<file path="src/rtl/y86e_pkg.sv">
// y86e_pkg: request and result types, opcode, alu function and condition codes
// for the y86 execute stage. no dependencies.
package y86e_pkg;

	localparam int unsigned WordW = 32;
	localparam int unsigned CodeW = 4;

	typedef logic [CodeW-1:0] code_t;
	typedef logic signed [WordW-1:0] word_t;

	// instruction codes
	localparam code_t OP_NOP    = 4'd0;
	localparam code_t OP_HALT   = 4'd1;
	localparam code_t OP_RRMOVL = 4'd2;
	localparam code_t OP_IRMOVL = 4'd3;
	localparam code_t OP_RMMOVL = 4'd4;
	localparam code_t OP_MRMOVL = 4'd5;
	localparam code_t OP_OPL    = 4'd6;
	localparam code_t OP_JXX    = 4'd7;
	localparam code_t OP_CALL   = 4'd8;
	localparam code_t OP_RET    = 4'd9;
	localparam code_t OP_PUSHL  = 4'd10;
	localparam code_t OP_POPL   = 4'd11;
	localparam code_t OP_IADDL  = 4'd12;
	localparam code_t OP_LEAVE  = 4'd13;

	// alu functions for opl
	localparam code_t ALU_ADD = 4'd0;
	localparam code_t ALU_SUB = 4'd1;
	localparam code_t ALU_AND = 4'd2;
	localparam code_t ALU_XOR = 4'd3;

	// jump conditions
	localparam code_t CND_JMP = 4'd0;
	localparam code_t CND_LE  = 4'd1;
	localparam code_t CND_L   = 4'd2;
	localparam code_t CND_E   = 4'd3;
	localparam code_t CND_NE  = 4'd4;
	localparam code_t CND_GE  = 4'd5;
	localparam code_t CND_G   = 4'd6;

	localparam word_t STACK_STEP = 32'sd4;

	typedef struct packed {
		code_t opcode;
		code_t func_code;
		word_t operand_a;
		word_t operand_b;
		word_t constant_word;
	} instr_t;

	typedef struct packed {
		word_t exec_result;
		logic  branch_taken;
		logic  zero_flag;
		logic  sign_flag;
		logic  overflow_flag;
	} result_t;

endpackage

</file>
<file path="src/rtl/y86e_stream_if.sv">
// y86e_stream_if: valid/ready channel carrying one payload word per request.
// payload type is set by the instance; no package dependency.
interface y86e_stream_if #(
	parameter type payload_t = logic
);
	logic     valid;
	logic     ready;
	payload_t payload;

	modport source (output valid, output payload, input ready);
	modport sink (input valid, input payload, output ready);
endinterface

</file>
<file path="src/rtl/y86_execute_alu_condition_codes.sv">
// y86 execute stage: takes one request per cycle on instr and returns one result per
// request on result, in order. an accepted request passes through
// an input register, then the alu, flag logic and branch decision, then the result
// register. the zero, sign and overflow flags are updated when an opl or iaddl request
// moves into the result register, so a following jxx sees them with no bubble. the
// sustained rate is one request per clock, set by the single alu pass between the two
// registers; a stall on result backs up into instr through the ready chain.
// uses y86e_pkg and y86e_stream_if.
module y86_execute_alu_condition_codes
	import y86e_pkg::*;
(
	input  logic                 clk,
	input  logic                 arst_n,
	y86e_stream_if.sink          instr,
	y86e_stream_if.source        result
);

	logic   valid_s1;
	instr_t instr_s1;
	logic   valid_s2;
	result_t result_s2;
	logic   zero_q, sign_q, ovf_q;

	logic advance_s1;
	logic load_s1;

	assign advance_s1  = valid_s1 && (!valid_s2 || result.ready);
	assign instr.ready = !valid_s1 || advance_s1;
	assign load_s1     = instr.valid && instr.ready;

	// alu and condition logic on the registered request
	word_t sel_a, addend, alu_sum, mem_sum, stack_dec, stack_inc, exec_res;
	code_t alu_fn;
	logic  is_arith, upd_flags, branch, lt;
	logic  zero_d, sign_d, ovf_d;

	always_comb begin
		if (instr_s1.opcode == OP_OPL) begin
			sel_a  = instr_s1.operand_a;
			alu_fn = instr_s1.func_code;
		end else begin
			sel_a  = instr_s1.constant_word;
			alu_fn = ALU_ADD;
		end
		is_arith  = (alu_fn == ALU_ADD) || (alu_fn == ALU_SUB);
		addend    = (alu_fn == ALU_SUB) ? -sel_a : sel_a;
		alu_sum   = addend + instr_s1.operand_b;
		mem_sum   = instr_s1.constant_word + instr_s1.operand_b;
		stack_dec = instr_s1.operand_b - STACK_STEP;
		stack_inc = instr_s1.operand_b + STACK_STEP;
		lt        = sign_q ^ ovf_q;
		exec_res  = '0;
		branch    = 1'b0;
		upd_flags = 1'b0;

		unique case (instr_s1.opcode) inside
			OP_RRMOVL:                    exec_res = instr_s1.operand_a;
			OP_IRMOVL:                    exec_res = instr_s1.constant_word;
			OP_RMMOVL, OP_MRMOVL:         exec_res = mem_sum;
			OP_CALL, OP_PUSHL:            exec_res = stack_dec;
			OP_RET, OP_POPL, OP_LEAVE:    exec_res = stack_inc;
			OP_OPL, OP_IADDL: begin
				upd_flags = 1'b1;
				case (alu_fn) inside
					ALU_ADD, ALU_SUB: exec_res = alu_sum;
					ALU_AND:          exec_res = sel_a & instr_s1.operand_b;
					ALU_XOR:          exec_res = sel_a ^ instr_s1.operand_b;
					default:          exec_res = '0;
				endcase
			end
			OP_JXX: begin
				case (instr_s1.func_code)
					CND_JMP: branch = 1'b1;
					CND_LE:  branch = lt | zero_q;
					CND_L:   branch = lt;
					CND_E:   branch = zero_q;
					CND_NE:  branch = !zero_q;
					CND_GE:  branch = !lt;
					CND_G:   branch = !lt && !zero_q;
					default: branch = 1'b0;
				endcase
			end
			default: exec_res = '0;
		endcase

		// overflow uses the negated addend for subtract; positive means nonzero and sign clear
		zero_d = (exec_res == '0);
		sign_d = exec_res[WordW-1];
		ovf_d  = is_arith && (
			((addend != '0) && !addend[WordW-1] &&
			 (instr_s1.operand_b != '0) && !instr_s1.operand_b[WordW-1] &&
			 ((exec_res == '0) || exec_res[WordW-1])) ||
			(addend[WordW-1] && instr_s1.operand_b[WordW-1] && !exec_res[WordW-1]));
	end

	always_ff @(posedge clk or negedge arst_n) begin
		if (!arst_n) begin
			valid_s1 <= 1'b0;
			valid_s2 <= 1'b0;
			zero_q   <= 1'b0;
			sign_q   <= 1'b0;
			ovf_q    <= 1'b0;
		end else begin
			if (instr.ready) begin
				valid_s1 <= instr.valid;
			end
			if (advance_s1) begin
				valid_s2 <= 1'b1;
				if (upd_flags) begin
					zero_q <= zero_d;
					sign_q <= sign_d;
					ovf_q  <= ovf_d;
				end
			end else if (result.ready) begin
				valid_s2 <= 1'b0;
			end
		end
	end

	always_ff @(posedge clk) begin
		if (load_s1) begin
			instr_s1 <= instr.payload;
		end
		if (advance_s1) begin
			result_s2.exec_result   <= exec_res;
			result_s2.branch_taken  <= branch;
			result_s2.zero_flag     <= upd_flags ? zero_d : zero_q;
			result_s2.sign_flag     <= upd_flags ? sign_d : sign_q;
			result_s2.overflow_flag <= upd_flags ? ovf_d : ovf_q;
		end
	end

	assign result.valid   = valid_s2;
	assign result.payload = result_s2;

`ifndef SYNTHESIS
	// flags move only when an opl or iaddl request leaves the first stage
	a_flags_hold: assert property (@(posedge clk) disable iff (!arst_n)
		!(advance_s1 && upd_flags) |=> $stable({zero_q, sign_q, ovf_q}))
		else $error("condition flags changed without a flag-setting request");

	// a pending result reports the flags as they stand in the flag registers
	a_flags_match: assert property (@(posedge clk) disable iff (!arst_n)
		result.valid |-> (result.payload.zero_flag == zero_q &&
			result.payload.sign_flag == sign_q &&
			result.payload.overflow_flag == ovf_q))
		else $error("result flags disagree with flag registers");

	// a taken branch never carries an alu value
	a_branch_result: assert property (@(posedge clk) disable iff (!arst_n)
		(result.valid && result.payload.branch_taken) |-> (result.payload.exec_result == '0))
		else $error("taken branch with nonzero result");

	// zero and sign flags are never set together
	a_zero_sign: assert property (@(posedge clk) disable iff (!arst_n)
		!(zero_q && sign_q))
		else $error("zero and sign flags both set");
`endif

endmodule

</file>
<file path="src/flat_wrapper.sv">
// flat-port wrapper written by rule: the top's interface ports become plain ports
module y86_execute_alu_condition_codes_flat import y86e_pkg::*;
  (clk, arst_n, instr_valid, instr_payload, instr_ready, result_valid, result_payload, result_ready);
  y86e_stream_if #(.payload_t(instr_t)) instr_i ();
  y86e_stream_if #(.payload_t(result_t)) result_i ();
  input  logic clk;
  input  logic arst_n;
  input wire logic [$bits(instr_i.valid)-1:0] instr_valid;
  input wire logic [$bits(instr_i.payload)-1:0] instr_payload;
  output wire logic [$bits(instr_i.ready)-1:0] instr_ready;
  output wire logic [$bits(result_i.valid)-1:0] result_valid;
  output wire logic [$bits(result_i.payload)-1:0] result_payload;
  input wire logic [$bits(result_i.ready)-1:0] result_ready;
  assign instr_i.valid = instr_valid;
  assign instr_i.payload = instr_payload;
  assign instr_ready = instr_i.ready;
  assign result_valid = result_i.valid;
  assign result_payload = result_i.payload;
  assign result_i.ready = result_ready;
  y86_execute_alu_condition_codes u_core (.clk(clk), .arst_n(arst_n), .instr(instr_i), .result(result_i));
endmodule
</file>
<file path="config.mk">
export PLATFORM = sky130hd
export DESIGN_NAME = y86_execute_alu_condition_codes_flat
export DESIGN_NICKNAME = d
export VERILOG_FILES = /design/src/rtl/y86e_pkg.sv /design/src/rtl/y86e_stream_if.sv /design/src/rtl/y86_execute_alu_condition_codes.sv /design/src/flat_wrapper.sv
export SDC_FILE = /design/constraint.sdc
export NUM_CORES = 1
export LEC_CHECK = 0
export ABC_AREA = 1
export BUFFER_PORTS_ARGS = -buffer_cell sky130_fd_sc_hd__clkbuf_2
export CAP_MARGIN = 20
export CORE_UTILIZATION = 40
export CTS_CLUSTER_DIAMETER = 100
export DETAILED_ROUTE_END_ITERATION = 8
export GPL_TIMING_DRIVEN = 0
export SYNTH_ARGS = -nofsm -noshare
export SYNTH_HDL_FRONTEND = slang
export SYNTH_SLANG_ARGS = --single-unit
</file>
<file path="constraint.sdc">
create_clock -name clk -period 4.1 [get_ports clk]
set_input_delay 1.025 -clock clk [delete_from_list [all_inputs] [get_ports clk]]
set_output_delay 1.025 -clock clk [all_outputs]
set_load 0.1 [all_outputs]
</file>
### Word-level counts from Yosys, hierarchy flattened

Index checks and enable logic that the tools add are counted.

| cells by class | value |
|---|---|
| add/sub/neg operators | 5 |
| bitwise logic cells | 4 |
| equal/unequal tests | 21 |
| reductions and logical operators | 33 |
| muxes and demuxes | 14 |

Operator list:

| cell | count |
|---|---|
| 32-bit case mux with 6 select lines | 1 |
| 32-bit 2-to-1 mux | 5 |
| 32-bit adder | 2 |
| 32-bit nonzero test | 2 |
| 32-bit by 4-bit adder with 32-bit output (second input constant) | 1 |
| 32-bit AND | 1 |
| 32-bit logical NOT | 1 |
| 32-bit negation | 1 |
| 32-bit by 4-bit subtractor with 32-bit output (second input constant) | 1 |
| 32-bit bitwise XOR | 1 |
| 4-bit by 3-bit == test with 1-bit output (second input constant) | 7 |
| 4-bit by 2-bit == test with 1-bit output (second input constant) | 6 |
| 4-bit == test (second input constant) | 6 |
| 1-bit logical AND | 10 |
| 4-bit by 1-bit == test with 1-bit output (second input constant) | 2 |
| 4-bit logical NOT | 2 |
| 2-bit OR reduction | 4 |
| 1-bit logical NOT | 7 |
| 1-bit case mux with 7 select lines | 1 |
| 1-bit 2-to-1 mux | 6 |
| 1-bit logical OR | 5 |
| 4-bit 2-to-1 mux | 1 |
| 3-bit OR reduction | 1 |
| 2-bit nonzero test | 1 |
| 2 further kinds | 2 |

| storage, ports and cells | value |
|---|---|
| output and inout port bits | 38 |
| word-level logic and storage cells | 92 |
| input bits | 108 |
| flip-flop bits (word level) | 145 |

### Longest topological paths before layout

Gate-level depths: netlist of the first run.

| depth | value |
|---|---|
| word-level depth | 13 |
| gate-level depth with buffers | 42 |
| gate-level depth less buffers | 41 |

### Worst setup path after synthesis of the first run

OpenSTA, ideal clock, no wires.

| path | value |
|---|---|
| path kind | input port to flip-flop |
| start point | input port result_ready |
| end point | register u_core.instr_s1[0] (netlist bit) (enable) |
| stages | 4 |
| buffers on the path | 0 |
| arrival time | 4006 ps |
| setup slack | -363 ps |
| data required time | 3643 ps |
| setup time | 457 ps |
| path through | inv_1 nand3_1 nand2_1 inv_1 |

| on the way | value |
|---|---|
| cells in the longest elaborated chain, start to end | 4 |

Ends and longest elaborated chain:

| element | RTL line | RTL |
|---|---|---|
| start, declared | flat_wrapper.sv:13 | `input wire logic [$bits(result_i.ready)-1:0] result_ready;` |
| 1-bit logical OR | y86_execute_alu_condition_codes.sv:27 | `assign advance_s1 = valid_s1 && (!valid_s2 \|\| result.ready);` |
| 1-bit logical AND | y86_execute_alu_condition_codes.sv:27 |  |
| 1-bit logical OR | y86_execute_alu_condition_codes.sv:28 | `assign instr.ready = !valid_s1 \|\| advance_s1;` |
| net instr_ready | flat_wrapper.sv:10 | `output wire logic [$bits(instr_i.ready)-1:0] instr_ready;` |
| 1-bit logical AND | y86_execute_alu_condition_codes.sv:29 | `assign load_s1 = instr.valid && instr.ready;` |
| net u_core.load_s1 | y86_execute_alu_condition_codes.sv:25 | `logic load_s1;` |
| end signal, assigned | y86_execute_alu_condition_codes.sv:122 | `instr_s1 <= instr.payload;` |
| end, declared | y86_execute_alu_condition_codes.sv:19 | `instr_t instr_s1;` |

The timed path passes the listed nets, and every way through them passes these cells.
A chain may end at the register's enable or synchronous reset.

### Final worst setup path of the first run

| path | value |
|---|---|
| start point | register u_core.instr_s1[101] (netlist bit) |
| end point | register u_core.ovf_q |

| on the way | value |
|---|---|
| cells in the longest elaborated chain, start to end | 13 |
| elaborated cells between the ends (all ways) | 47 |
| classes of those cells | add/sub: 2; eq/ne: 14; mux: 9; bitwise: 2; reduce/logical: 20 |

Ends and longest elaborated chain:

| element | RTL line | RTL |
|---|---|---|
| 4-bit by 3-bit == test with 1-bit output | y86_execute_alu_condition_codes.sv:38 | `if (instr_s1.opcode == OP_OPL) begin` |
| 32-bit 2-to-1 mux / 4-bit 2-to-1 mux (equally long branches) | y86_execute_alu_condition_codes.sv:38 |  |
| 32-bit negation (tied with other cells) | y86_execute_alu_condition_codes.sv:46 | `addend = (alu_fn == ALU_SUB) ? -sel_a : sel_a;` |
| 32-bit 2-to-1 mux, on equally long branches | y86_execute_alu_condition_codes.sv:46, y86_execute_alu_condition_codes.sv:64 |  |
| 32-bit adder / 32-bit 2-to-1 mux (equally long branches) | y86_execute_alu_condition_codes.sv:47, y86_execute_alu_condition_codes.sv:64 |  |
| 32-bit 2-to-1 mux | y86_execute_alu_condition_codes.sv:64 | `case (alu_fn) inside` |
| 32-bit case mux with 6 select lines (*) | y86_execute_alu_condition_codes.sv:56 | `unique case (instr_s1.opcode) inside` |
| net u_core.exec_res[31] | y86_execute_alu_condition_codes.sv:32 | `word_t sel_a, addend, alu_sum, mem_sum, stack_dec, stack_inc, exec_res;` |
| 32-bit logical NOT | y86_execute_alu_condition_codes.sv:92 | `((exec_res == '0) \|\| exec_res[WordW-1])) \|\|` |
| 1-bit logical OR | y86_execute_alu_condition_codes.sv:92 |  |
| 1-bit logical AND | y86_execute_alu_condition_codes.sv:91 | `(instr_s1.operand_b != '0) && !instr_s1.operand_b[WordW-1] &&` |
| 1-bit logical OR (*) | y86_execute_alu_condition_codes.sv:92 |  |
| 1-bit logical AND (*) | y86_execute_alu_condition_codes.sv:89 | `ovf_d = is_arith && (` |
| 1-bit 2-to-1 mux (*) | n/a |  |
| end signal, assigned | y86_execute_alu_condition_codes.sv:112 | `ovf_q <= ovf_d;` |
| end, declared | y86_execute_alu_condition_codes.sv:22 | `logic zero_q, sign_q, ovf_q;` |

The timed path passes the listed nets; every way through them passes the cells marked *.

==> results of run 1 <==
[power by group through the flow]
| stage | clock, µW | combinational, µW | sequential, µW |
|---|---|---|---|
| floorplan | 0 | 1480 | 2430 |
| detailed placement | 0 | 2690 | 2030 |
| global placement | 0 | 2650 | 2040 |
| CTS | 1580 | 2940 | 2010 |
| finish | 1560 | 3250 | 2020 |
| global route | 1630 | 3520 | 2030 |
[how the worst max path moves through the flow]
stage                               end                      startpoint
2_1_floorplan  u_core.ovf_q$_DFFE_PN0P_  u_core.instr_s1[101]$_DFFE_PP_
3_3_place_gp   u_core.ovf_q$_DFFE_PN0P_  u_core.instr_s1[101]$_DFFE_PP_
3_5_place_dp   u_core.ovf_q$_DFFE_PN0P_  u_core.instr_s1[100]$_DFFE_PP_
4_1_cts        u_core.ovf_q$_DFFE_PN0P_  u_core.instr_s1[100]$_DFFE_PP_
5_1_grt        u_core.ovf_q$_DFFE_PN0P_  u_core.instr_s1[101]$_DFFE_PP_
6_report       u_core.ovf_q$_DFFE_PN0P_  u_core.instr_s1[101]$_DFFE_PP_
[registers in the layout (all words and copies together), names as in the netlist]
register and count:
u_core.zero_q 1, u_core.valid_s1 1, u_core.sign_q 1, u_core.result.valid 1, u_core.ovf_q 1, u_core.instr_s1 104, u_core.result.payload 36
[logic make-up (layout without fill, tap and decap cells)]
logic type,Yosys count,after routing,synth area share (%)
XOR/XNOR,34,34,1.96
flip-flops,145,145,28.6
AO/OA/AOI/OAI,232,232,8.65
buffers and inverters,449,742,11.5
AND/OR/NAND/NOR,1369,1369,38.1
adder cells (fa/ha/maj),134,134,11.2
[worst max-delay path, delay by kind of cell (launching register included)]
family	cells	cell delay, ns
simple gates	27	3.12
buf+inv	7	0.87
flops	1	0.45
fa+ha+maj	1	0.37
compound gates	3	0.31
xor+xnor	1	0.09
[timing repair]
item                                    4_1_cts  5_1_grt
pin swaps                                    70      120
buffers inserted                             69       48
endpoints found under the setup margin       35       31
resized for setup                           184      218
cloned                                        2        0
[final cells by class]
cell class                 count  area (µm²)
timing repair buffer         262        1760
inverter                     416        1580
buffer                        32         231
clock inverter                14         139
tap                          504         631
multi-input combinational   1769       10500
clock buffer                  18         429
fill                        3751       17400
sequential                   145        4330
[synth_stat cells, types with 5 or more instances]
| master | number |
|---|---|
| nand2_1 | 840 |
| inv_1 | 396 |
| nor2_1 | 207 |
| nand3_1 | 187 |
| edfxtp_1 | 140 |
| ha_1 | 131 |
| a21oi_1 | 93 |
| o21ai_0 | 61 |
| nand4_1 | 44 |
| xor2_1 | 32 |
| nor3_1 | 22 |
| o21ai_1 | 22 |
| nand3b_1 | 20 |
| inv_2 | 19 |
| clkbuf_1 | 15 |
| o21ai_2 | 15 |
| o21bai_1 | 15 |
| or2_2 | 13 |
| a31oi_1 | 12 |
| buf_2 | 11 |
| nor4_1 | 10 |
| and2_1 | 7 |
| buf_6 | 6 |
| dfrtp_1 | 5 |
| nor2_2 | 5 |
[metal layers]
metal	vias up	share of wire (%)	wire [µm]
met5	-	0	0
met4	0	3.6	2430
met3	127	7.8	5270
met2	685	47	31600
met1	7894	42	28100
li1	8138	-	-
[through the flow]
| step | setup WS [ns] | setup TNS [ns] | std cells | utilization [%] |
|---|---|---|---|---|
| final | -1.21 | -9.80 | 3160 | 53.1 |
| after global routing | -1.36 | -13.95 | 3160 | 53.1 |
| after CTS | -1.02 | -7.09 | 3120 | 50.0 |
| after detailed placement | -2.73 | -35.54 | 3017 | 45.0 |
| after global placement | -2.79 | -36.09 | 3012 | 44.8 |
| after floorplan | -0.000920 | -0.000920 | 2363 | - |
==> impl_metrics.sql, run 1 <==
INSERT INTO impl_metrics (metric_group, metric, value, unit) VALUES
('cts', 'tritoncts', 'yes', ''),
('worst_setup_path', 'critPathCaptureType', 'flop', ''),
('global_routing', 'grt_overflow', '0', ''),
('pwr', 'seq_power_share', '29.6', '%'),
('pwr', 'p_per_area', '348', 'mW/mm²'),
('route', 'routed-via-count', '16800', ''),
('worst_setup_path', 'worstPathMaxFanout', '6', ''),
('route', 'drt-total-wl', '67400', 'µm'),
('floorplanning', 'core_area', '0.0370', 'mm²'),
('synth', 'synth_largest_type_area_fraction', '27.7', '%'),
('sta', 'number_of_hold_violations_in_the_final_report', '0', ''),
('pwr', 'power_frac_comb', '47.6', '%'),
('cts', 'cts.hold.buffers_added', '0', ''),
('synth', 'postSynth.asyncResetShare', '3.45', '%'),
('global_routing', 'grt_max_degree', '46', ''),
('floorplanning', 'num_rows', '70', ''),
('global_routing', 'number_of_antenna_violations_at_the_first_check_in_global_routing', '0', ''),
('sta', 'final_report_setup_violation_count', '26', ''),
('worst_setup_path', 'cp.required', '4.51', 'ns'),
('route', 'post_route_drc_violation_count', '0', ''),
('pwr', 'clock_power_share', '22.9', '%'),
('worst_setup_path', 'worstPathArrival', '5.72', 'ns'),
('outcome', 'violations', 'negative setup slack', ''),
('global_routing', 'use_met2', '58.7', '%'),
('synth', 'yosys-top-cells-area', 'edfxtp_1 (28%), nand2_1 (21%), ha_1 (11%), inv_1 (9.8%), nand3_1 (6.2%)', ''),
('cts', 'htree_levels', '4', ''),
('pwr', 'intPower', '3720', 'µW'),
('global_routing', 'grt_pass1_wl', '96000', 'µm'),
('global_routing', 'grtUsageMet3', '5.20', '%'),
('floorplanning', 'ios', '146', ''),
('sta', 'fin_worst_hold_slack', '0.359', 'ns'),
('synth', 'synth_cells', '2363', ''),
('synth', 'sequential_cell_area_fraction_in_the_yosys_report', '28.6', '%'),
('placed_design', 'dpl_cell_area', '0.0166', 'mm²'),
('run', 'maxCapViolCount', '0', ''),
('cts', 'post_cts_clock_slew_at_the_launch_and_capture_registers_of_the_worst_setup_and_hold_paths', '0.06', 'ns'),
('synth', 'yosys_warnings', '0', ''),
('global_routing', 'vias_in_the_first_global_route', '16000', ''),
('route', 'detail_route.iter0.violations', '1576', ''),
('route', 'detail_route.vias_per_cell', '5.33', ''),
('global_routing', 'track_usage', '34.6', '%'),
('sta', 'grt_setup_unrepaired', 'true', ''),
('synth', 'synthesized_net_count', '2605', ''),
('finish', 'most-common-layout-cells', 'nand2_1 (744), inv_1 (369), nor2_1 (172)', ''),
('sta', 'timing.fmax', '188', 'MHz'),
('floorplanning', 'design.die.area', '0.0387', 'mm²'),
('worst_setup_path', 'path_class', 'flop to flop', ''),
('cts', 'cts-buffers-inserted', '17', ''),
('synth', 'synth-edff-count', '140', ''),
('pwr', 'peakVddDrop', '0.000368', 'V'),
('pwr', 'power.net_switching', '3110', 'µW'),
('sta', 'max-slew-margin-rel', '39.7', '%'),
('worst_setup_path', 'setup.reg_to_reg.worst_slack', '-1.21', 'ns'),
('cts', 'cts.sinks', '145', ''),
('worst_setup_path', 'r2r_path_end', 'u_core.ovf_q$_DFFE_PN0P_', ''),
('sta', 'finClkSkew', '0.00745', 'ns'),
('sta', 'min_period_over_period', '129', '%'),
('sta', 'period_needed', '5.31', 'ns'),
('finish', 'flow.area_growth_from_synthesis', '29.4', '%'),
('pwr', 'share_of_total_power_consumed_by_net_switching', '45.6', '%'),
('worst_hold_path', 'hold_path_class', 'primary input to async pin', ''),
('placed_design', 'gp_weighted_congestion', '0.980', ''),
('finish', 'layout.cells.most_common', 'nand2_1', ''),
('sta', 'layout_setup_ws', '-1.21', 'ns'),
('placed_design', 'portBuffers', '145', ''),
('synth', 'syn-cell-area', '0.0152', 'mm²'),
('worst_setup_path', 'critical_path.reg2reg.startpoint', 'u_core.instr_s1[101]$_DFFE_PP_', ''),
('outcome', 'outcome', 'finished with violations', ''),
('worst_setup_path', 'r2r.worst_path.cells', '39', ''),
('sta', 'worst_pin_slew', '0.905', 'ns'),
('cts', 'cts.root.buffer_cell', 'clkbuf_16', '');
No activity file was read; power rests on OpenSTA's default activity.
==> inputs of run 2 (changes only) <==
- clock period: 4.1 -> 5.9 ns (I/O delays scaled with it)
==> run 2 against run 1 <==
The run now ends clean. Via count decreased by 4.4%. Cell area decreased by 12%. Non-clock buffer count decreased by 105. Total power decreased by 35%. Routed wire length decreased by 9.2%. Sequential power decreased by 31%. Critical path depth decreased by 1. Count of clock-buffer cells in the layout unchanged. Critical path type unchanged. Largest cell class unchanged. Largest power group unchanged. Highest routed layer unchanged.
==> impl_metrics.sql, run 2 (same netlist as run 1, synthesis figures left out) <==
INSERT INTO impl_metrics (metric_group, metric, value, unit) VALUES
('outcome', 'outcome', 'finished, final reports clean', ''),
('pwr', 'clock_power_share', '26.1', '%'),
('global_routing', 'grt_max_degree', '62', ''),
('route', 'drt-total-wl', '61200', 'µm'),
('sta', 'final-max-slew-violation-count', '0', ''),
('route', 'drt-met1-wl', '27100', 'µm'),
('floorplanning', 'floorplan.die.width', '197', 'µm'),
('finish', 'layoutNonFillerInstCount', '3055', ''),
('route', 'ant_nets', '0', ''),
('global_routing', 'grt_pass1_wl', '89600', 'µm'),
('floorplanning', 'design.die.area', '0.0387', 'mm²'),
('cts', 'cts-buffers-inserted', '17', ''),
('worst_setup_path', 'timing.critical_path.slowest_stage_cell', 'edfxtp_1', ''),
('finish', 'filler_cell_count', '3933', ''),
('global_routing', 'track_usage', '32.1', '%'),
('route', 'post_route_drc_violation_count', '0', ''),
('pwr', 'intPower', '2470', 'µW'),
('finish', 'post_route_cells_drive_above_1_share', '11.2', '%'),
('worst_hold_path', 'hold_path_class', 'flop to flop', ''),
('cts', 'cts.hold.buffers_added', '0', ''),
('cts', 'clock_insertion_delay_at_the_later_pin_of_the_skew_report', '0.48', 'ns'),
('finish', 'layout.cells.most_common', 'nand2_1', ''),
('worst_setup_path', 'cp-start-kind', 'flop', ''),
('sta', 'period_needed', '5.63', 'ns'),
('route', 'routed_wire_length_per_instance', '20.0', 'µm'),
('floorplanning', 'ios', '146', ''),
('worst_setup_path', 'worstPathMaxFanout', '5', ''),
('sta', 'number_of_hold_violations_in_the_final_report', '0', ''),
('finish', 'registers.top_by_ff_count', 'u_core.instr_s1', ''),
('sta', 'fin_worst_hold_slack', '0.520', 'ns'),
('finish', 'most-common-layout-cells', 'nand2_1 (840), inv_1 (394), nor2_1 (206)', ''),
('finish', 'multi_input_area', '0.00914', 'mm²'),
('cts', 'cts.sinks', '145', ''),
('route', 'routed-via-count', '16100', ''),
('placed_design', 'detailedPlacementHpwl', '51500', 'µm'),
('global_routing', 'number_of_antenna_violations_at_the_first_check_in_global_routing', '0', ''),
('floorplanning', 'initial_utilization', '41.0', '%'),
('finish', 'flow.area_growth_from_synthesis', '14.3', '%'),
('route', 'dr.pass1.iters', '6', ''),
('finish', 'nets', '2780', ''),
('sta', 'max-slew-margin-rel', '35.5', '%'),
('pwr', 'power_leakage', '0.00894', 'µW'),
('cts', 'cts.root.buffer_cell', 'clkbuf_16', ''),
('worst_setup_path', 'most_frequent_cell_on_critical_path', 'nand2_1', ''),
('run', 'maxCapViolCount', '0', ''),
('floorplanning', 'num_rows', '70', ''),
('route', 'top_layer_used', 'met4', ''),
('floorplanning', 'core_area', '0.0370', 'mm²'),
('worst_setup_path', 'critPathCaptureType', 'flop', ''),
('worst_setup_path', 'path_class', 'flop to flop', ''),
('floorplanning', 'dieHeight', '197', 'µm'),
('placed_design', 'post-place-cells', '3015', ''),
('cts', 'post_cts_clock_slew_at_the_launch_and_capture_registers_of_the_worst_setup_and_hold_paths', '0.06', 'ns'),
('pwr', 'peakVddDrop', '0.000338', 'V'),
('cts', 'tritoncts', 'yes', ''),
('finish', 'largest_register_ffs', '104', ''),
('cts', 'htree_levels', '4', ''),
('route', 'detail_route.vias_per_cell', '5.27', ''),
('sta', 'final_report_setup_violation_count', '0', ''),
('worst_setup_path', 'worstPathArrival', '6.04', 'ns'),
('route', 'detail_route.iter0.violations', '1675', ''),
('sta', 'min_period_over_period', '95.5', '%'),
('placed_design', 'gp_weighted_congestion', '1.00', ''),
('worst_setup_path', 'cp.required', '6.31', 'ns'),
('finish', 'finalCoreUtilization', '46.9', '%'),
('finish', 'num_antenna_cells', '0', ''),
('pwr', 'p_per_area', '256', 'mW/mm²'),
('sta', 'worst_pin_slew', '0.968', 'ns'),
('cts', 'clock_path_buffers', '2', ''),
('route', 'wl_met2', '27400', 'µm'),
('placed_design', 'portBuffers', '145', ''),
('pwr', 'share_of_total_power_consumed_by_net_switching', '44.5', '%'),
('global_routing', 'vias_in_the_first_global_route', '15100', ''),
('global_routing', 'grt_overflow', '0', ''),
('sta', 'timing.fmax', '177', 'MHz'),
('finish', 'register_area', '0.00433', 'mm²'),
('route', 'routed-wl-met3', '4670', 'µm'),
('pwr', 'power.net_switching', '1980', 'µW'),
('pwr', 'power_frac_comb', '42.5', '%'),
('sta', 'finClkSkew', '0.0141', 'ns'),
('worst_setup_path', 'slowest_delay', '0.45', 'ns'),
('pwr', 'seq_power_share', '31.4', '%');
[run 2: cell count changes in the layout (fill, tap and decap cells not counted), moves of 25 or more]
cell	change
nand2_2	-71
buf_4	-88
inv_1	+25
nand3_1	+29
nor2_1	+34
nand2_1	+96
[run 2: final cells by class]
class                   count  share of cell area, %
clock inverters            14                   1.01
repair buffers            156                   4.97
well taps                 504                   3.64
inverters                 416                   9.03
flip-flops and latches    145                   25.0
plain buffers              33                   1.07
multi-input cells        1769                   52.8
clock buffers              18                   2.53
[run 2: timing repair]
action | in CTS | in global routing
setup buffers | 1 | 7
pin swaps | 1 | 7
gates cloned | 0 | 0
gates resized for setup | 8 | 8
endpoints found under the setup margin | 4 | 4
hold endpoints to repair | 0 | 0
[run 2: final timing paths]
check,startpoint,endpoint,slack [ns],depth (start not counted)
max reg2reg,u_core.instr_s1[102]$_DFFE_PP_,u_core.ovf_q$_DFFE_PN0P_,0.27,38
min in group asynchronous,arst_n,u_core.valid_s1$_DFFE_PN0N_,0.82,1
min reg2reg,u_core.ovf_q$_DFFE_PN0P_,u_core.ovf_q$_DFFE_PN0P_,0.52,2
max,u_core.instr_s1[102]$_DFFE_PP_,u_core.ovf_q$_DFFE_PN0P_,0.27,38
max in group asynchronous,arst_n,u_core.ovf_q$_DFFE_PN0P_,4.92,1
min,u_core.ovf_q$_DFFE_PN0P_,u_core.ovf_q$_DFFE_PN0P_,0.52,2
[run 2: power groups by stage]
stage                     combinational, µW  sequential [µW]  clock [µW]
final                                  1890             1400        1160
after CTS                              1860             1390        1180
after global placement                 1810             1420           0
after detailed placement               1840             1410           0
after global routing                   2070             1400        1210
after floorplan                        1030             1690           0
[run 2: through the flow]
stage / instance area, µm² / setup slack, ns / TNS [ns] / total power [µW]
after floorplan: 15200 / 0.987 / 0 / 2720
after global placement: 16500 / -1.51 / -5.60 / 3230
after detailed placement: 16600 / -1.40 / -5.21 / 3250
after CTS: 17200 / 0.144 / 0 / 4430
after global routing: 17300 / -0.0171 / -0.0171 / 4680
final: 17300 / 0.265 / 0 / 4440
[run 2: critical path: cells and delay by family (launching register included)]
| family | cells | cell delay (ns) |
|---|---|---|
| adder cells (fa/ha/maj) | 1 | 0.33 |
| AND/OR/NAND/NOR | 29 | 3.51 |
| XOR/XNOR | 1 | 0.29 |
| flip-flops | 1 | 0.45 |
| AO/OA/AOI/OAI | 5 | 0.80 |
| buffers and inverters | 2 | 0.17 |
[run 2: metal layers]
metal / GRT usage, % / vias up
li1: - / 7937
met1: 43.0 / 7448
met2: 51.4 / 629
met3: 5.70 / 94
met4: 12.2 / 0
met5: 0 / -
==> inputs of run 3 (changes only) <==
- CELL_PAD_IN_SITES_DETAIL_PLACEMENT: unset -> 0
- CELL_PAD_IN_SITES_GLOBAL_PLACEMENT: unset -> 1
- GPL_TIMING_DRIVEN: 0 -> 1
- PLACE_DENSITY_LB_ADDON: unset -> 0.1
==> run 3 against run 2 <==
Critical path depth did not move. Maximum frequency is 3.9% higher. Via count decreased by 1.4%. Clock skew is 0.00086 ns lower. Cell area shrank 1.1%. Flip-flop and latch count stayed put. Cell count fell by 0.56%. Routed wire length increased by 0.84%. Combinational power is essentially flat. Critical endpoint unchanged. Highest routed layer unchanged.
==> impl_metrics.sql, run 3 (same netlist as run 1, synthesis figures left out) <==
INSERT INTO impl_metrics (metric_group, metric, value, unit) VALUES
('outcome', 'outcome', 'finished, final reports clean', ''),
('worst_setup_path', 'critPathCaptureType', 'flop', ''),
('floorplanning', 'core_area', '0.0370', 'mm²'),
('worst_hold_path', 'hold_path_class', 'flop to flop', ''),
('placed_design', 'gp_weighted_congestion', '0.964', ''),
('finish', 'post_route_cells_drive_above_1_share', '11.1', '%'),
('pwr', 'intPower', '2330', 'µW'),
('route', 'routed-via-count', '15900', ''),
('sta', 'finClkSkew', '0.0132', 'ns'),
('floorplanning', 'ios', '146', ''),
('worst_setup_path', 'slowest_delay', '0.43', 'ns'),
('floorplanning', 'design.die.area', '0.0387', 'mm²'),
('cts', 'htree_levels', '4', ''),
('global_routing', 'number_of_antenna_violations_at_the_first_check_in_global_routing', '0', ''),
('route', 'detail_route.vias_per_cell', '5.23', ''),
('global_routing', 'grt-busiest-layer', 'met2', ''),
('global_routing', 'grt_pass1_wl', '91100', 'µm'),
('sta', 'timing.fmax', '184', 'MHz'),
('finish', 'most-common-layout-cells', 'nand2_1 (838), inv_1 (394), nor2_1 (200)', ''),
('worst_setup_path', 'cp-start-kind', 'flop', ''),
('finish', 'flow.area_growth_from_synthesis', '13.0', '%'),
('pwr', 'power.net_switching', '2010', 'µW'),
('worst_setup_path', 'timing.critical_path.slowest_stage_cell', 'edfxtp_1', ''),
('floorplanning', 'floorplan.die.width', '197', 'µm'),
('pwr', 'power_leakage', '0.00883', 'µW'),
('sta', 'worst_pin_slew', '1.10', 'ns'),
('cts', 'clock_path_buffers', '2', ''),
('global_routing', 'grtUsageMet3', '4.53', '%'),
('route', 'dr.pass1.iters', '6', ''),
('global_routing', 'grt_overflow', '0', ''),
('global_routing', 'met1_track_demand_over_resource_in_global_routing', '42.9', '%'),
('worst_setup_path', 'worstPathMaxFanout', '4', ''),
('floorplanning', 'initial_utilization', '41.0', '%'),
('sta', 'number_of_hold_violations_in_the_final_report', '0', ''),
('sta', 'max-slew-margin-rel', '26.4', '%'),
('pwr', 'seq_power_share', '32.3', '%'),
('worst_setup_path', 'timing.critical_path.to', 'u_core.ovf_q$_DFFE_PN0P_', ''),
('placed_design', 'portBuffers', '145', ''),
('finish', 'layout.cells.most_common', 'nand2_1', ''),
('worst_setup_path', 'most_frequent_cell_on_critical_path', 'nand2_1', ''),
('floorplanning', 'num_rows', '70', ''),
('sta', 'final_report_setup_violation_count', '0', ''),
('worst_setup_path', 'worstPathArrival', '5.82', 'ns'),
('placed_design', 'post-place-ws', '0.165', 'ns'),
('worst_setup_path', 'cp.required', '6.30', 'ns'),
('sta', 'fin_setup_tns', '0', 'ns'),
('sta', 'layout_setup_ws', '0.479', 'ns'),
('pwr', 'share_of_total_power_consumed_by_net_switching', '46.4', '%'),
('floorplanning', 'dieHeight', '197', 'µm'),
('cts', 'clock_insertion_delay_at_the_later_pin_of_the_skew_report', '0.47', 'ns'),
('global_routing', 'use_met2', '52.3', '%'),
('worst_setup_path', 'r2r_path_end', 'u_core.ovf_q$_DFFE_PN0P_', ''),
('worst_setup_path', 'critical_path.reg2reg.startpoint', 'u_core.instr_s1[102]$_DFFE_PP_', ''),
('pwr', 'p_per_area', '253', 'mW/mm²'),
('worst_setup_path', 'path_class', 'flop to flop', ''),
('global_routing', 'grt_max_degree', '75', ''),
('finish', 'registers.top_by_ff_count', 'u_core.instr_s1', ''),
('worst_setup_path', 'crit_family', 'simple AND/OR/NAND/NOR gates', ''),
('cts', 'post_cts_clock_slew_at_the_launch_and_capture_registers_of_the_worst_setup_and_hold_paths', '0.06', 'ns'),
('worst_setup_path', 'setup.worst_path.start', 'u_core.instr_s1[102]$_DFFE_PP_', ''),
('cts', 'cts.root.buffer_cell', 'clkbuf_16', ''),
('route', 'drt-total-wl', '61700', 'µm'),
('placed_design', 'post-place-cells', '3001', ''),
('sta', 'final-max-slew-violation-count', '0', ''),
('sta', 'min_period_over_period', '91.9', '%'),
('worst_setup_path', 'worstSetupPathDepth', '38', ''),
('worst_setup_path', 'r2r.worst_path.cells', '38', ''),
('global_routing', 'vias_in_the_first_global_route', '15000', ''),
('route', 'post_route_drc_violation_count', '0', ''),
('finish', 'layoutNonFillerInstCount', '3038', ''),
('cts', 'tritoncts', 'yes', ''),
('finish', 'nets', '2763', ''),
('pwr', 'clock_power_share', '24.1', '%'),
('worst_setup_path', 'crit_buf_inv', '4', ''),
('cts', 'cts.sinks', '145', ''),
('pwr', 'peakVddDrop', '0.000232', 'V'),
('route', 'ant_nets', '0', ''),
('route', 'routed_wire_length_per_instance', '20.3', 'µm'),
('worst_setup_path', 'setup.reg_to_reg.worst_slack', '0.48', 'ns'),
('sta', 'grt_setup_unrepaired', 'false', ''),
('pwr', 'power_frac_comb', '43.6', '%'),
('sta', 'period_needed', '5.42', 'ns'),
('finish', 'largest_register_ffs', '104', ''),
('global_routing', 'track_usage', '32.3', '%'),
('finish', 'num_antenna_cells', '0', ''),
('placed_design', 'detailedPlacementHpwl', '51500', 'µm'),
('cts', 'cts-buffers-inserted', '17', ''),
('run', 'maxCapViolCount', '0', ''),
('route', 'detail_route.iter0.violations', '1505', '');
-- run 3: cell types whose count changed in the layout (fill, tap and decap cells not counted), sizes merged --
cell | before | now
bufinv | 3 | 0
clkbuf | 178 | 164
buf | 29 | 27
inv | 421 | 422
clkinvlp | 0 | 1
-- run 3: stage by stage --
stage	total power [µW]	area [µm²]	util (%)	hold slack, ns
4_1_cts	4340	17100	46.1	0.534
6_report	4340	17100	46.4	0.535
5_1_grt	4580	17100	46.4	0.585
2_1_floorplan	2720	15200	-	0.490
3_3_place_gp	3270	16500	44.7	0.519
3_5_place_dp	3280	16500	44.7	0.519
-- run 3: worst min path at each step --
stage                              from                        to  slack [ns]  depth (start not counted)
2_1_floorplan  u_core.ovf_q$_DFFE_PN0P_  u_core.ovf_q$_DFFE_PN0P_        0.49                          2
3_3_place_gp   u_core.ovf_q$_DFFE_PN0P_  u_core.ovf_q$_DFFE_PN0P_        0.52                          2
3_5_place_dp   u_core.ovf_q$_DFFE_PN0P_  u_core.ovf_q$_DFFE_PN0P_        0.52                          2
4_1_cts        u_core.ovf_q$_DFFE_PN0P_  u_core.ovf_q$_DFFE_PN0P_        0.53                          2
5_1_grt        u_core.ovf_q$_DFFE_PN0P_  u_core.ovf_q$_DFFE_PN0P_        0.59                          2
6_report       u_core.ovf_q$_DFFE_PN0P_  u_core.ovf_q$_DFFE_PN0P_        0.54                          2
-- run 3: layer usage --
layer | vias up | part of all wire (%)
li1 | 7896 | -
met1 | 7241 | 44
met3 | 116 | 6.5
met4 | 0 | 4.2
met2 | 627 | 45
met5 | - | 0
-- run 3: what timing repair did --
item	in CTS	in global routing
gates resized for setup	0	11
setup buffers	0	5
setup endpoints to repair	0	4
hold buffers	0	0
-- run 3: area by class of cell --
class | count | area [µm²]
fill | 4001 | 19800
multi-input combinational | 1769 | 9130
sequential | 145 | 4330
inverter | 416 | 1560
timing repair buffer | 172 | 941
tap | 504 | 631
clock buffer | 19 | 433
clock inverter | 13 | 100
-- run 3: power groups by stage --
stage | Sequential (µW) | Combinational, µW | Clock [µW]
2_1_floorplan | 1690 | 1030 | 0
3_3_place_gp | 1420 | 1850 | 0
3_5_place_dp | 1420 | 1860 | 0
4_1_cts | 1400 | 1870 | 1070
5_1_grt | 1410 | 2090 | 1090
6_report | 1400 | 1890 | 1050
-- run 3: worst reg2reg max path, delay by kind of cell, from the launching register on --
kind,cells,cell delay (ns)
buffers and inverters,4,0.53
AO/OA/AOI/OAI,4,0.60
flip-flops,1,0.43
adder cells (fa/ha/maj),1,0.37
XOR/XNOR,1,0.17
AND/OR/NAND/NOR,28,3.29
